--- src/design/dfsr_pkg.sv ---
`timescale 1ns / 1ps
// ----------------------------------------------------------------------------
// dfsr_pkg - shared types and constants of the display frame sync responder
// Event codes, register indexes, decoded parameter ids, response frame
// constants and the result burst descriptor passed to the output sequencer.
// ----------------------------------------------------------------------------
package dfsr_pkg;

  localparam int FRAME_LEN = 20;
  // the checksum byte is never kept, so the window holds one byte less
  localparam int WIN_DEPTH = FRAME_LEN - 1;
  localparam int RESP_LEN  = 14;

  localparam logic [15:0] IB_TIMEOUT_RST   = 16'd50;
  localparam logic [15:0] LINK_TIMEOUT_RST = 16'd1000;
  localparam logic [15:0] CONFIRM_RST      = 16'd500;

  localparam logic [7:0] RESP_START   = 8'h02;
  localparam logic [7:0] RESP_LENGTH  = 8'h0E;
  localparam logic [7:0] RESP_CMD     = 8'h01;
  localparam logic [7:0] RESP_END     = 8'hFF;
  localparam logic [7:0] NIBBLE_MASK  = 8'h0F;
  // xor of the constant response bytes
  localparam logic [7:0] RESP_XOR_SEED = RESP_START ^ RESP_LENGTH ^ RESP_CMD ^ RESP_END;

  typedef enum logic [2:0] {
    EV_NONE    = 3'd0,
    EV_STORED  = 3'd1,
    EV_SLID    = 3'd2,
    EV_IBRESET = 3'd3,
    EV_LOST    = 3'd4
  } event_e;

  typedef enum logic [1:0] {
    CFG_IB_TIMEOUT   = 2'd0,
    CFG_LINK_TIMEOUT = 2'd1,
    CFG_CONFIRM      = 2'd2
  } cfg_idx_e;

  typedef enum logic [3:0] {
    PID_ASSIST        = 4'd0,
    PID_THROTTLE      = 4'd1,
    PID_HEADLIGHT     = 4'd2,
    PID_PUSH_ASSIST   = 4'd3,
    PID_ZERO_START    = 4'd4,
    PID_SPEED_MAGNETS = 4'd5,
    PID_WHEEL_SIZE    = 4'd6,
    PID_START_DELAY   = 4'd7,
    PID_BOOST         = 4'd8,
    PID_SPEED_LIMIT   = 4'd9,
    PID_CURRENT_LIMIT = 4'd10,
    PID_VOLTAGE_MIN   = 4'd11,
    PID_PAS_MAGNETS   = 4'd12,
    PID_CRUISE        = 4'd13
  } param_id_e;

  // everything the output side needs to play back the beats of one item
  typedef struct packed {
    logic        is_resp;
    logic        two_ev;
    event_e      ev0;
    event_e      ev1;
    logic        link_up;
    logic [7:0]  err;
    logic        brake;
    logic [15:0] cur;
    logic [15:0] wt;
    logic [7:0]  f3;
    logic [7:0]  f4;
    logic [7:0]  f5;
    logic [7:0]  f6;
    logic [7:0]  f7;
    logic [7:0]  f8;
    logic [7:0]  f9;
    logic [7:0]  f10;
    logic [7:0]  f12;
    logic [7:0]  f13;
    logic [7:0]  f14;
    logic [7:0]  f15;
    logic [7:0]  f18;
  } burst_t;

endpackage

--- src/design/dfsr_emitter.sv ---
`timescale 1ns / 1ps
// ----------------------------------------------------------------------------
// dfsr_emitter - result beat sequencer
// Holds the burst being played out plus one pending burst, and turns each
// burst into its status beats or its fourteen response beats.
// ----------------------------------------------------------------------------
module dfsr_emitter (
  input  logic                 clk_i,
  input  logic                 rst_ni,
  input  logic                 push_i,
  input  dfsr_pkg::burst_t     burst_i,
  output logic                 ready_o,
  output logic                 m_valid_o,
  input  logic                 m_ready_i,
  output logic [31:0]          m_data_o,
  output logic                 m_user_o,
  output logic                 m_last_o
);

  dfsr_pkg::burst_t act_q, act_d, pend_q, pend_d;
  logic             act_v_q, act_v_d, pend_v_q, pend_v_d;
  logic [3:0]       beat_q, beat_d;

  logic             out_fire, last_beat, act_done, act_free;
  logic [7:0]       tx_byte, resp_xor;
  logic [15:0]      pval;
  logic [3:0]       pid;
  logic [2:0]       ev;

  assign ready_o   = !pend_v_q;
  assign out_fire  = act_v_q && m_ready_i;

  always_comb begin
    if (act_q.is_resp) begin
      last_beat = (beat_q == 4'(dfsr_pkg::RESP_LEN - 1));
    end else if (act_q.two_ev) begin
      last_beat = (beat_q == 4'd1);
    end else begin
      last_beat = (beat_q == 4'd0);
    end
  end

  assign act_done = out_fire && last_beat;
  assign act_free = !act_v_q || act_done;

  // slot and beat counter update
  always_comb begin
    act_d    = act_q;
    act_v_d  = act_v_q;
    pend_d   = pend_q;
    pend_v_d = pend_v_q;
    beat_d   = beat_q;
    if (act_done) begin
      beat_d = '0;
    end else if (out_fire) begin
      beat_d = beat_q + 4'd1;
    end
    if (act_free) begin
      if (pend_v_q) begin
        act_d    = pend_q;
        act_v_d  = 1'b1;
        pend_v_d = 1'b0;
      end else begin
        act_d   = burst_i;
        act_v_d = push_i;
      end
    end else if (push_i) begin
      pend_d   = burst_i;
      pend_v_d = 1'b1;
    end
  end

  always_ff @(posedge clk_i or negedge rst_ni) begin
    if (!rst_ni) begin
      act_v_q  <= 1'b0;
      pend_v_q <= 1'b0;
      beat_q   <= '0;
    end else begin
      act_v_q  <= act_v_d;
      pend_v_q <= pend_v_d;
      beat_q   <= beat_d;
    end
  end

  always_ff @(posedge clk_i) begin
    act_q  <= act_d;
    pend_q <= pend_d;
  end

  assign resp_xor = dfsr_pkg::RESP_XOR_SEED ^ act_q.err ^ {2'b00, act_q.brake, 5'b00000}
                  ^ act_q.cur[15:8] ^ act_q.cur[7:0] ^ act_q.wt[15:8] ^ act_q.wt[7:0];

  // response byte and decoded parameter of the current beat
  always_comb begin
    tx_byte = '0;
    pval    = '0;
    case (dfsr_pkg::param_id_e'(beat_q))
      dfsr_pkg::PID_ASSIST: begin
        tx_byte = dfsr_pkg::RESP_START;
        pval    = {8'h00, act_q.f4 & dfsr_pkg::NIBBLE_MASK};
      end
      dfsr_pkg::PID_THROTTLE: begin
        tx_byte = dfsr_pkg::RESP_LENGTH;
        pval    = {8'h00, act_q.f3};
      end
      dfsr_pkg::PID_HEADLIGHT: begin
        tx_byte = dfsr_pkg::RESP_CMD;
        pval    = {15'd0, act_q.f5[5]};
      end
      dfsr_pkg::PID_PUSH_ASSIST: begin
        tx_byte = act_q.err;
        pval    = {15'd0, act_q.f5[1]};
      end
      dfsr_pkg::PID_ZERO_START: begin
        tx_byte = {2'b00, act_q.brake, 5'b00000};
        pval    = {15'd0, act_q.f5[6]};
      end
      dfsr_pkg::PID_SPEED_MAGNETS: begin
        tx_byte = 8'h00;
        pval    = {8'h00, act_q.f6};
      end
      dfsr_pkg::PID_WHEEL_SIZE: begin
        tx_byte = act_q.cur[15:8];
        pval    = {act_q.f7, act_q.f8};
      end
      dfsr_pkg::PID_START_DELAY: begin
        tx_byte = act_q.cur[7:0];
        pval    = {8'h00, act_q.f9};
      end
      dfsr_pkg::PID_BOOST: begin
        tx_byte = act_q.wt[15:8];
        pval    = {8'h00, act_q.f10};
      end
      dfsr_pkg::PID_SPEED_LIMIT: begin
        tx_byte = act_q.wt[7:0];
        pval    = {8'h00, act_q.f12};
      end
      dfsr_pkg::PID_CURRENT_LIMIT: begin
        tx_byte = 8'h00;
        pval    = {8'h00, act_q.f13};
      end
      dfsr_pkg::PID_VOLTAGE_MIN: begin
        tx_byte = 8'h00;
        pval    = {act_q.f14, act_q.f15};
      end
      dfsr_pkg::PID_PAS_MAGNETS: begin
        tx_byte = dfsr_pkg::RESP_END;
        pval    = {8'h00, act_q.f18 & dfsr_pkg::NIBBLE_MASK};
      end
      dfsr_pkg::PID_CRUISE: begin
        tx_byte = resp_xor;
        pval    = {15'd0, act_q.f18[6]};
      end
      default: begin
        tx_byte = '0;
        pval    = '0;
      end
    endcase
  end

  always_comb begin
    if (act_q.is_resp) begin
      ev  = dfsr_pkg::EV_NONE;
      pid = beat_q;
    end else begin
      ev  = (beat_q == 4'd0) ? act_q.ev0 : act_q.ev1;
      pid = '0;
    end
  end

  assign m_valid_o = act_v_q;
  assign m_user_o  = act_q.is_resp;
  assign m_last_o  = last_beat;
  assign m_data_o  = {act_q.link_up,
                      act_q.is_resp ? pval : 16'd0,
                      pid,
                      act_q.is_resp ? tx_byte : 8'd0,
                      ev};

  a_pend_needs_act : assert property (@(posedge clk_i) disable iff (!rst_ni)
    pend_v_q |-> act_v_q)
    else $error("pending burst held with no active burst");

  a_resp_beat_range : assert property (@(posedge clk_i) disable iff (!rst_ni)
    (act_v_q && act_q.is_resp) |-> (beat_q < 4'(dfsr_pkg::RESP_LEN)))
    else $error("response beat counter out of range");

  a_status_beat_range : assert property (@(posedge clk_i) disable iff (!rst_ni)
    (act_v_q && !act_q.is_resp) |-> (beat_q <= {3'b000, act_q.two_ev}))
    else $error("status beat counter out of range");

endmodule

--- src/design/display_frame_sync_responder.sv ---
`timescale 1ns / 1ps
// ----------------------------------------------------------------------------
// display_frame_sync_responder - display link frame sync and responder
// Collects display bytes in a sliding window, checks the frame checksum,
// answers valid frames and tracks link state from 1 ms ticks.
// ----------------------------------------------------------------------------
// An input beat is accepted in every cycle while the output side keeps up:
// its whole effect on the window and timers is worked out in the accepting
// cycle. Byte and tick beats give one or two status result beats, a byte
// ending a valid frame gives fourteen response beats, one per ready cycle.
// The output sequencer holds the burst being sent plus one pending burst,
// so input stalls only when a second item queues behind a burst still in
// flight; after a valid frame the beat behind the checksum byte is taken at
// once and the one after it waits while the response goes out.
module display_frame_sync_responder (
  input  logic        clk_i,
  input  logic        rst_ni,
  input  logic        cfg_we_i,
  input  logic [1:0]  cfg_idx_i,
  input  logic [15:0] cfg_wdata_i,
  input  logic        s_axis_tvalid,
  output logic        s_axis_tready,
  // rx_byte[7:0], err_code[15:8], brake_on[16], current_tenths[32:17],
  // wheel_period_ms[48:33], zero fill
  input  logic [55:0] s_axis_tdata,
  // req_type
  input  logic        s_axis_tuser,
  output logic        m_axis_tvalid,
  input  logic        m_axis_tready,
  // event_res[2:0], tx_byte[10:3], param_id[14:11], param_value[30:15],
  // link_up[31]
  output logic [31:0] m_axis_tdata,
  // result_kind
  output logic        m_axis_tuser,
  output logic        m_axis_tlast
);

  logic [15:0] ib_to_q, link_to_q, conf_q;
  logic [7:0]  win_q [dfsr_pkg::WIN_DEPTH];
  logic [7:0]  win_d [dfsr_pkg::WIN_DEPTH];
  logic [4:0]  fill_q, fill_d;
  logic [15:0] sb_q, sb_d, sv_q, sv_d, sf_q, sf_d;
  logic        fs_q, fs_d, conn_q, conn_d;

  logic        in_fire, req_type;
  logic [7:0]  rx_byte, cs;
  logic        ib_reset, link_lost;
  dfsr_pkg::burst_t burst;

  assign in_fire  = s_axis_tvalid && s_axis_tready;
  assign req_type = s_axis_tuser;
  assign rx_byte  = s_axis_tdata[7:0];

  always_ff @(posedge clk_i or negedge rst_ni) begin
    if (!rst_ni) begin
      ib_to_q   <= dfsr_pkg::IB_TIMEOUT_RST;
      link_to_q <= dfsr_pkg::LINK_TIMEOUT_RST;
      conf_q    <= dfsr_pkg::CONFIRM_RST;
    end else if (cfg_we_i) begin
      case (dfsr_pkg::cfg_idx_e'(cfg_idx_i))
        dfsr_pkg::CFG_IB_TIMEOUT:   ib_to_q   <= cfg_wdata_i;
        dfsr_pkg::CFG_LINK_TIMEOUT: link_to_q <= cfg_wdata_i;
        dfsr_pkg::CFG_CONFIRM:      conf_q    <= cfg_wdata_i;
        default: ;
      endcase
    end
  end

  always_comb begin
    cs = '0;
    for (int i = 0; i < dfsr_pkg::WIN_DEPTH; i++) begin
      cs = cs ^ win_q[i];
    end
  end

  always_comb begin
    win_d     = win_q;
    fill_d    = fill_q;
    sb_d      = sb_q;
    sv_d      = sv_q;
    sf_d      = sf_q;
    fs_d      = fs_q;
    conn_d    = conn_q;
    ib_reset  = 1'b0;
    link_lost = 1'b0;
    burst     = '0;
    burst.err   = s_axis_tdata[15:8];
    burst.brake = s_axis_tdata[16];
    burst.cur   = s_axis_tdata[32:17];
    burst.wt    = s_axis_tdata[48:33];
    burst.f3    = win_q[3];
    burst.f4    = win_q[4];
    burst.f5    = win_q[5];
    burst.f6    = win_q[6];
    burst.f7    = win_q[7];
    burst.f8    = win_q[8];
    burst.f9    = win_q[9];
    burst.f10   = win_q[10];
    burst.f12   = win_q[12];
    burst.f13   = win_q[13];
    burst.f14   = win_q[14];
    burst.f15   = win_q[15];
    burst.f18   = win_q[18];
    burst.ev0   = dfsr_pkg::EV_NONE;
    burst.ev1   = dfsr_pkg::EV_LOST;
    if (in_fire) begin
      if (!req_type) begin
        sb_d = '0;
        if (fill_q == 5'(dfsr_pkg::WIN_DEPTH)) begin
          // this byte is the checksum of a full frame
          if (cs == rx_byte) begin
            burst.is_resp = 1'b1;
            sv_d   = '0;
            fill_d = '0;
            if (!fs_q) begin
              fs_d = 1'b1;
              sf_d = '0;
            end
            if (!conn_q && (sf_d >= conf_q)) begin
              conn_d = 1'b1;
            end
          end else begin
            for (int i = 0; i < dfsr_pkg::WIN_DEPTH - 1; i++) begin
              win_d[i] = win_q[i+1];
            end
            win_d[dfsr_pkg::WIN_DEPTH-1] = rx_byte;
            burst.ev0 = dfsr_pkg::EV_SLID;
          end
        end else begin
          for (int i = 0; i < dfsr_pkg::WIN_DEPTH; i++) begin
            if (5'(i) == fill_q) begin
              win_d[i] = rx_byte;
            end
          end
          fill_d    = fill_q + 5'd1;
          burst.ev0 = dfsr_pkg::EV_STORED;
        end
      end else begin
        sb_d = (sb_q == 16'hFFFF) ? sb_q : sb_q + 16'd1;
        sv_d = (sv_q == 16'hFFFF) ? sv_q : sv_q + 16'd1;
        sf_d = (sf_q == 16'hFFFF) ? sf_q : sf_q + 16'd1;
      end

      if ((fill_d != '0) && (sb_d > ib_to_q)) begin
        ib_reset = 1'b1;
        fill_d   = '0;
      end
      if (conn_d && (sv_d > link_to_q)) begin
        link_lost = 1'b1;
        conn_d    = 1'b0;
        fs_d      = 1'b0;
      end
      // stale first frame while the link is down
      if (!conn_d && fs_d && (sv_d > link_to_q)) begin
        fs_d = 1'b0;
      end

      if (!req_type) begin
        burst.two_ev = link_lost;
      end else if (ib_reset) begin
        burst.ev0    = dfsr_pkg::EV_IBRESET;
        burst.two_ev = link_lost;
      end else if (link_lost) begin
        burst.ev0 = dfsr_pkg::EV_LOST;
      end
    end
    burst.link_up = conn_d;
  end

  always_ff @(posedge clk_i or negedge rst_ni) begin
    if (!rst_ni) begin
      fill_q <= '0;
      sb_q   <= '0;
      sv_q   <= '0;
      sf_q   <= '0;
      fs_q   <= 1'b0;
      conn_q <= 1'b0;
    end else begin
      fill_q <= fill_d;
      sb_q   <= sb_d;
      sv_q   <= sv_d;
      sf_q   <= sf_d;
      fs_q   <= fs_d;
      conn_q <= conn_d;
    end
  end

  always_ff @(posedge clk_i) begin
    win_q <= win_d;
  end

  dfsr_emitter u_emitter (
    .clk_i     (clk_i),
    .rst_ni    (rst_ni),
    .push_i    (in_fire),
    .burst_i   (burst),
    .ready_o   (s_axis_tready),
    .m_valid_o (m_axis_tvalid),
    .m_ready_i (m_axis_tready),
    .m_data_o  (m_axis_tdata),
    .m_user_o  (m_axis_tuser),
    .m_last_o  (m_axis_tlast)
  );

  a_fill_range : assert property (@(posedge clk_i) disable iff (!rst_ni)
    fill_q <= 5'(dfsr_pkg::WIN_DEPTH))
    else $error("window fill count beyond window depth");

  a_link_has_first : assert property (@(posedge clk_i) disable iff (!rst_ni)
    conn_q |-> fs_q)
    else $error("link up without a first frame seen");

  a_byte_clears_timer : assert property (@(posedge clk_i) disable iff (!rst_ni)
    (in_fire && !req_type) |=> (sb_q == 16'd0))
    else $error("byte beat did not clear interbyte timer");

endmodule
--- config.mk ---
export PLATFORM = sky130hd
export DESIGN_NAME = display_frame_sync_responder
export DESIGN_NICKNAME = d
export VERILOG_FILES = /design/src/design/dfsr_pkg.sv /design/src/design/dfsr_emitter.sv /design/src/design/display_frame_sync_responder.sv
export SDC_FILE = /design/constraint.sdc
export NUM_CORES = 1
export LEC_CHECK = 0
export BUFFER_PORTS_ARGS = -buffer_cell sky130_fd_sc_hd__clkbuf_2
export CAP_MARGIN = 15
export CORE_MARGIN = 3
export CORE_UTILIZATION = 55
export CTS_BUF_LIST = sky130_fd_sc_hd__clkbuf_4
export CTS_CLUSTER_SIZE = 10
export DETAILED_ROUTE_END_ITERATION = 8
export GPL_TIMING_DRIVEN = 0
export PLACE_DENSITY = 0.72
export SYNTH_ARGS = -nofsm -noshare
export SYNTH_HDL_FRONTEND = slang
export SYNTH_HIERARCHICAL = 1
export SYNTH_SLANG_ARGS = --single-unit
--- constraint.sdc ---
create_clock -name clk_i -period 32.6 [get_ports clk_i]
set_clock_uncertainty 0.05 [all_clocks]
set_input_delay 0 -clock clk_i [delete_from_list [all_inputs] [get_ports clk_i]]
set_output_delay 0 -clock clk_i [all_outputs]
set_load 0.05 [all_outputs]
# After elaboration in Yosys (flattened, before gate mapping)
# Cells that the tools add are included.
# word_totals
output_inout_bits	36
regBits	557
elab_cells	299
latch_bits	0
romBits	0
ramBits	0
memories	0
# classes
mux	88
reduce_logical	64
n_addsub	5
n_div	0
bitwise_logic	26
shifts	0
n_mul	0
order_cmp	3
n_eq_ne	40
# op_table
operator	count
152-bit two-way mux	2
16-bit two-way mux	18
16-bit case mux with 14 select lines	1
8-bit bitwise XOR	22
8-bit two-way mux	20
154-bit two-way mux	1
8-bit case mux with 11 select lines	1
4-bit AND reduction	20
16-bit by 1-bit adder with 16-bit output, second input constant	3
16-bit equality test, second input constant	3
2-bit nonzero test	23
4-bit by 5-bit equality test with 1-bit output, first input constant	8
16-bit > comparator	2
5-bit two-way mux	6
1-bit two-way mux	28
4-bit equality test, second input constant	6
3-bit two-way mux	7
3-bit by 5-bit equality test with 1-bit output, first input constant	4
4-bit by 3-bit equality test with 1-bit output, second input constant	4
16-bit greater-or-equal comparator	1
5-bit equality test, first input constant	3
4-bit two-way mux	3
2-bit by 5-bit equality test with 1-bit output, first input constant	2
4-bit by 2-bit equality test with 1-bit output, second input constant	2
other kinds (21)	36

# Logic depth before layout (Yosys ltp)
# Gate-level depths: netlist of the first run.
# depth
depth_word	38
mapped_depth	21

# Cells and area by module
# Netlist of the first run, hierarchy kept.
# modules_own_cells
module	seq_area_each_um2	area_per_inst_um2	cells_each	instances
display_frame_sync_responder	7160.6	14107.3	1438	1
dfsr_emitter	8678.3	12308.1	708	1

# Worst setup path after synthesis of the first run
# OpenSTA, ideal clock, no wires.
# synth_timing
path_kind	flip-flop to flip-flop
from	register u_emitter.act_q, in the netlist u_emitter/m_user_o
to	register u_emitter/pend_q[0] (netlist bit) (enable)
setup_slack_ps	18964
required_ps	31084
t_arrival_ps	12120
setup_ps	1466
path_buffers	1
stages_incl_launch_ff	5
cell_sequence	edfxtp_1 -> buf_2 -> a22oi_4 -> o21ai_2 -> nor2_1
# synth_between
elab_chain_cells	5
# synth_lines
element	line	text
from (decl)	dfsr_emitter.sv:20	dfsr_pkg::burst_t act_q, act_d, pend_q, pend_d;
from (signal assigned)	dfsr_emitter.sv:86	act_q <= act_d;
1-bit two-way mux	dfsr_emitter.sv:34	if (act_q.is_resp) begin
1-bit logical AND	dfsr_emitter.sv:43	assign act_done = out_fire && last_beat;
1-bit logical OR	dfsr_emitter.sv:44	assign act_free = !act_v_q || act_done;
net u_emitter.act_free	dfsr_emitter.sv:24	logic out_fire, last_beat, act_done, act_free;
1-bit NOT (no line)	n/a	
2-bit AND reduction (no line)	n/a	
to (signal assigned)	dfsr_emitter.sv:87	pend_q <= pend_d;
to (decl)	dfsr_emitter.sv:20	
# The timed path passes the listed nets, and every way through them passes these cells.
# A chain may end at the register's enable or synchronous reset.

==> results_dict.tcl, run 1 <==
set metrics [dict create \
    hold_class "in2reg" \
    cpPeakStageDelay_ps 530 \
    synthArstFlopShare_pct 20.00 \
    crit_path_start "burst[66]" \
    synthAdderAreaFrac_pct 2.795 \
    slew_headroom_pct 29.84 \
    postSynthAreaPerCell_um2 12.31 \
    setup_viol 0 \
    netlist_area_um2 26420 \
    cp_common_cell "xnor2_1" \
    max_freq_mhz 171.9 \
    cp_top_family "simple AND/OR/NAND/NOR gates" \
    p_clk_share_pct 28.9 \
    grt_max_degree 95 \
    initialDrtViolationCount 2098 \
    die_w_um 225.2 \
    final_common_cell "edfxtp_1" \
    worst_pin_slew_ps 1050 \
    cts_buffer_depth 3 \
    cts_buffers 145 \
    yosys-top-cells-area "edfxtp_1, dfrtp_1, mux2_2" \
    drc 0 \
    clock_latency_ps 980 \
    ys_types 71 \
    wl_per_cell_um 22.54 \
    crit_type "reg2reg" \
    cts_resized 0 \
    core_area_um2 46950 \
    start_kind "register" \
    overflow 0 \
    cap_viol_max_count 0 \
    comb_power_share_pct 30.0 \
    synth_top_cell_by_area "edfxtp_1" \
    rsz0062_at_grt "false" \
    grt_pass1_vias 19110 \
    syn_to_final_growth_pct 18.80 \
    first_pass_iters 7 \
    die-area_um2 50690 \
    cts_setup_buffers 0 \
    crit_chain "xnor2_1, xnor2_1, xnor3_1, xnor2_1, nor4_2, nand3_1, clkbuf_1, nand3_1, o21ai_0, ha_1, nand2_1, nor4_1, o21ai_0, a221o_1, or4_1, o31ai_1, mux2_2" \
    synth_edf_count 436 \
    arrival_ps 6590 \
    drive_gt1_share_pct 23.01 \
    initial_core_util_pct 56.26 \
    gp_congestion 0.9262 \
    required_ps 33370 \
    fp-row-count 79 \
    crit_slowest_cell "edfxtp_1" \
    final_cell_mix "edfxtp_1, nand2_1, clkbuf_4, mux2_2" \
    path_buf_inv 1 \
    holdWs_ps 83.93 \
    wirelength_um 73920 \
    synth_compound_area_share_pct 7.631 \
    grt_pass1_wl_um 111400 \
    grtUsageTotal_pct 29.31 \
    seq_area_frac_synth_pct 59.96 \
    status "completed" \
    p_switching_mw 0.7305 \
    viasPerCell 5.884 \
    hpwl_um 50580 \
    tritoncts "done" \
    maxSlewViolCount 0 \
    post_dp_cell_area_um2 27960 \
    p_leak_nw 12.22 \
    powerDensity_nw_per_um2 69.53 \
    fin_crit_sh_pct 17.84 \
    nFillCells 3366 \
    synth_xor_area_share_pct 6.802 \
    synth_top_family_by_area "simple AND/OR/NAND/NOR gates" \
    cts.sinks 545 \
    min_period_ps 5817 \
    cts_root_buf "clkbuf_4" \
    vias 19300 \
    antenna_found_initial 6 \
    nets 2702 \
    antenna_left 0 \
    ir_worst_vdd_uv 31.85 \
    die_y_um 225.2 \
    holdBufCountCts 148 \
    tns_ps 0 \
    ys.flop_type "edfxtp_1" \
    min_from "s_axis_tdata[6]" \
    ys_ff_latch 545 \
    rr_startpoint "burst[66]" \
    clk_pin_slew_ps 70 \
    path_max_fanout 10 \
    synth-simple-area-share_pct 11.18 \
    p_int_mw 1.452 \
    p_sw_share_pct 33.48 \
    cts_max_level 4 \
    netlist.area_leader.share_pct 49.56 \
    ios 116 \
    seqPwrFrac_pct 41.0 \
    hold_viol_final 0 \
    synth_mux_area_share_pct 8.493 \
    synth-warning-count 6 \
    endpoint_kind "register" \
    synthCells 2146 \
    stdcell_area_um2 31380 \
    io_buffers 108 \
]
==> through the flow <==
stage | setup WS [ps] | util [%] | cells | power, mW
floorplan | 18960 | - | 2150 | 1.351
global placement | 9029 | 59.06 | 2865 | 1.525
detailed placement | 27000 | 59.54 | 2875 | 1.533
CTS | 26980 | 66.81 | 3275 | 2.179
global route | 26700 | 66.84 | 3279 | 2.280
finish | 26780 | 66.84 | 3280 | 2.182
==> cells by family (layout without fill, tap and decap cells) <==
kind of cell / Yosys count / in the layout
and+or+nand+nor: 678 / 678
xor gates and xnor gates: 180 / 180
adders and majority gates: 59 / 59
muxes: 201 / 201
DFF: 545 / 545
buffers and inverters: 177 / 695
other: 2 / 11
AOI/OAI and AO/OA: 304 / 304
==> area by class of cell <==
cell class,instances,area [um^2],area share [%]
Antenna cell,5,12.51,0.03987
Clock buffer,216,1622,5.167
Buffer,107,558.0,1.778
Timing Repair Buffer,266,2251,7.172
Clock inverter,36,292.8,0.9329
Sequential cell,545,15840,50.47
Multi-Input combinational cell,1428,9786,31.18
Inverter,70,262.8,0.8373
Tap cell,607,759.5,2.420
==> synth_stat cells, types with 15 or more instances <==
cell type / count
a21oi_1: 54
and2_1: 24
edfxtp_1: 436
o21ai_0: 82
inv_1: 69
nor2_1: 94
ha_1: 59
clkbuf_1: 50
dfstp_2: 15
a31oi_1: 22
nor3_1: 20
xnor2_1: 147
and3_1: 16
mux2i_1: 16
dfrtp_1: 94
xor2_1: 17
xnor3_1: 16
o21a_1: 16
nand2_1: 413
nand3_1: 44
nand4_1: 16
mux2_2: 185
buf_2: 29
a22oi_1: 23
==> tightest hold or removal path, stage by stage <==
cell and delay (ps):
dlygate4sd3_1 520, clkbuf_2 150, nand2_1 220, nand2_1 110
==> final timing paths <==
path	end	slack (ps)	cells past startpoint
max in group asynchronous	sf_q[11]	31770	4
worst max register to register	u_emitter/act_q[152]	26780	17
worst min register to register	link_to_q[13]	460	1
min in group asynchronous	link_to_q[9]	160	3
worst max-delay path	u_emitter/act_q[152]	26780	17
worst min-delay path	burst[38]	80	4
==> registers in the layout, indices dropped and copies added (netlist names), 48 cells and up <==
signal	cells
burst	104
u_emitter/act_q	140
u_emitter/pend_q	142
win_q	48
==> per-layer routing <==
metal / up-vias / track usage, % / routed length (um)
met5: - / 0 / 27
met4: 4 / 11.66 / 2460
met3: 198 / 7.920 / 7493
met2: 1087 / 44.97 / 33390
met1: 9382 / 40.16 / 30540
li1: 8630 / - / -
==> power groups by stage <==
stage | logic (mW) | registers, mW | clock network, mW
2_1_floorplan | 0.441 | 0.910 | 0
3_3_place_gp | 0.598 | 0.928 | 0
3_5_place_dp | 0.625 | 0.908 | 0
4_1_cts | 0.645 | 0.894 | 0.640
5_1_grt | 0.700 | 0.900 | 0.680
6_report | 0.655 | 0.896 | 0.632
Power figures use the tool's default switching activity.
==> run 2, diff against run 1 <==
--- a/config.mk
+++ b/config.mk
@@ -5,6 +5,7 @@
 export SDC_FILE = /design/constraint.sdc
 export NUM_CORES = 1
 export LEC_CHECK = 0
+export ABC_AREA = 1
 export BUFFER_PORTS_ARGS = -buffer_cell sky130_fd_sc_hd__clkbuf_2
 export CAP_MARGIN = 15
 export CORE_MARGIN = 3
==> constraint.sdc (replaced) <==
create_clock -name clk_i -period 5.8 [get_ports clk_i]
set_clock_uncertainty 0.05 [all_clocks]
set_input_delay 0 -clock clk_i [delete_from_list [all_inputs] [get_ports clk_i]]
set_output_delay 0 -clock clk_i [all_outputs]
set_load 0.05 [all_outputs]
==> results_dict.tcl, run 2 <==
set metrics [dict create \
    status "completed" \
    largest_reg_flops 142 \
    nFillCells 4135 \
    synth_top_family_by_area "simple AND/OR/NAND/NOR gates" \
    rsz0062_at_grt "false" \
    worstSetupEndpoint "u_emitter/act_q[152]" \
    drive_gt1_share_pct 12.39 \
    seq_area_frac_synth_pct 56.31 \
    crit_slowest_cell "edfxtp_1" \
    yosys-top-cells-area "edfxtp_1, nand2_1, dfrtp_1" \
    post-synth-top-count-cell "nand2_1" \
    power_mw 13.90 \
    netlist_area_um2 28130 \
    cap_viol_max_count 0 \
    overflow 0 \
    yosys-top-cells-count "nand2_1, edfxtp_1, inv_1, o21ai_0, nor2_1" \
    synthArstFlopShare_pct 20.00 \
    netlist.area_leader.share_pct 46.55 \
    synth_mux_area_share_pct 0 \
    rr_startpoint "burst[53]" \
    antenna_left 0 \
    cts.sinks 545 \
    cts_max_level 4 \
    arrival_ps 5490 \
    cp_common_cell "nand2_1" \
    synth_edf_count 436 \
    initialDrtViolationCount 2610 \
    vias 24310 \
    grt_max_degree 95 \
    synth_compound_area_share_pct 6.254 \
    maxSlewViolCount 0 \
    postSynthAreaPerCell_um2 8.581 \
    final_common_cell "nand2_1" \
    cts_buffer_depth 3 \
    tns_ps 0 \
    fp-row-count 82 \
    tritoncts "done" \
    grt_pass1_vias 23280 \
    cts_buffers 149 \
    rr_endpoint "u_emitter/act_q[152]" \
    start_kind "register" \
    cts_resized 0 \
    synth-warning-count 6 \
    holdBufCountCts 156 \
    ys_ff_latch 545 \
    powerDensity_nw_per_um2 417.4 \
    ys.flop_type "edfxtp_1" \
    die-area_um2 53890 \
    crit_path_start "burst[53]" \
    initial_core_util_pct 55.84 \
    die_y_um 232.1 \
    viasPerCell 5.398 \
    die_w_um 232.1 \
    wl_per_cell_um 18.39 \
    synth_xor_area_share_pct 2.304 \
    io_buffers 108 \
    synth_top_cell_by_area "edfxtp_1" \
    clk_pin_slew_ps 70 \
    setup_viol 0 \
    synthCells 3278 \
    antenna_found_initial 2 \
    r2r_cells 30 \
    wirelength_um 82830 \
    worst_pin_slew_ps 1278 \
    cts_root_buf "clkbuf_4" \
    core_area_um2 50380 \
    hpwl_um 57560 \
    fin_ws_ps 1126 \
    p_leak_nw 15.52 \
    final_cell_mix "nand2_1, edfxtp_1, inv_1, clkbuf_4, o21ai_0" \
    crit_type "reg2reg" \
    clock_latency_ps 1030 \
    grtUsageTotal_pct 30.87 \
    hold_viol_final 0 \
    drc 0 \
    r2r_setup_slack_ps 1130 \
    ios 116 \
    gp_congestion 0.8944 \
    synthAdderAreaFrac_pct 2.624 \
    dp_slack_ps 1211 \
    min_period_ps 4674 \
    cts_setup_buffers 0 \
    fin_crit_sh_pct 80.58 \
    max_freq_mhz 214.0 \
    cpPeakStageDelay_ps 580 \
    min_from "s_axis_tdata[1]" \
    path_max_fanout 10 \
    first_pass_iters 8 \
    hold_class "in2reg" \
    synth-simple-area-share_pct 25.27 \
    top_register "u_emitter/pend_q" \
    syn_to_final_growth_pct 18.40 \
    required_ps 6620 \
    grt_pass1_wl_um 126300 \
    ys_types 54 \
    nets 3852 \
    endpoint_kind "register" \
    slew_headroom_pct 14.83 \
    ir_worst_vdd_uv 386.0 \
]
-- run 2: critical path, delay by kind of cell (launching register included) --
family,cells,cell delay (ps)
buf+inv,5,620
flops,1,580
compound gates,6,930
simple gates,18,2050
fa+ha+maj,1,350
-- run 2: cell type report --
cell class	instances	area (um^2)	area share [%]
flip-flops and latches	545	15840	47.56
multi-input cells	2222	10330	31.01
repair buffers	280	2345	7.040
clock buffers	227	1704	5.117
inverters	416	1570	4.715
well taps	672	840.8	2.525
plain buffers	99	457.9	1.375
clock inverters	38	206.4	0.6199
diodes	5	12.51	0.03757
-- run 2: report_power, final --
part           switching [mW]  total (mW)  internal [mW]
registers               0.506        6.10           5.60
clock network            1.67        3.50           1.83
logic                    3.10        4.30           1.20
total                    5.28        13.9           8.62
-- run 2: cells by family after synthesis --
logic type,after synthesis
adders and majority gates,59
buffers and inverters,515
and+or+nand+nor,1753
other,2
DFF,545
xor gates and xnor gates,74
AOI/OAI and AO/OA,330
-- run 2: worst min-delay path by stage --
stage / endpoint / cells after the start / slack, ps
2_1_floorplan: conf_q[0] / 0 / -350
6_report: burst[57] / 4 / 100
4_1_cts: burst[57] / 4 / 3
3_3_place_gp: u_emitter/pend_q[123] / 1 / 150
5_1_grt: link_to_q[7] / 3 / 70
3_5_place_dp: conf_q[12] / 1 / 130
-- run 2: routing by layer --
metal | up-vias | track usage, % | share of wire (%)
met5 | - | 0 | 0
met1 | 11460 | 40.80 | 41
met3 | 182 | 7.421 | 9.3
li1 | 11510 | - | -
met2 | 1164 | 50.22 | 47
met4 | 0 | 10.44 | 2.8
-- run 2: metrics by stage --
stage / hold slack, ps / util (%) / area, um^2 / cells
3_3_place_gp: 145.1 / 58.63 / 29540 / 4062
5_1_grt: 68.37 / 66.11 / 33300 / 4503
3_5_place_dp: 133.1 / 59.16 / 29800 / 4078
6_report: 101.5 / 66.11 / 33300 / 4504
2_1_floorplan: -345.6 / - / 28160 / 3282
4_1_cts: 2.910 / 66.09 / 33290 / 4499
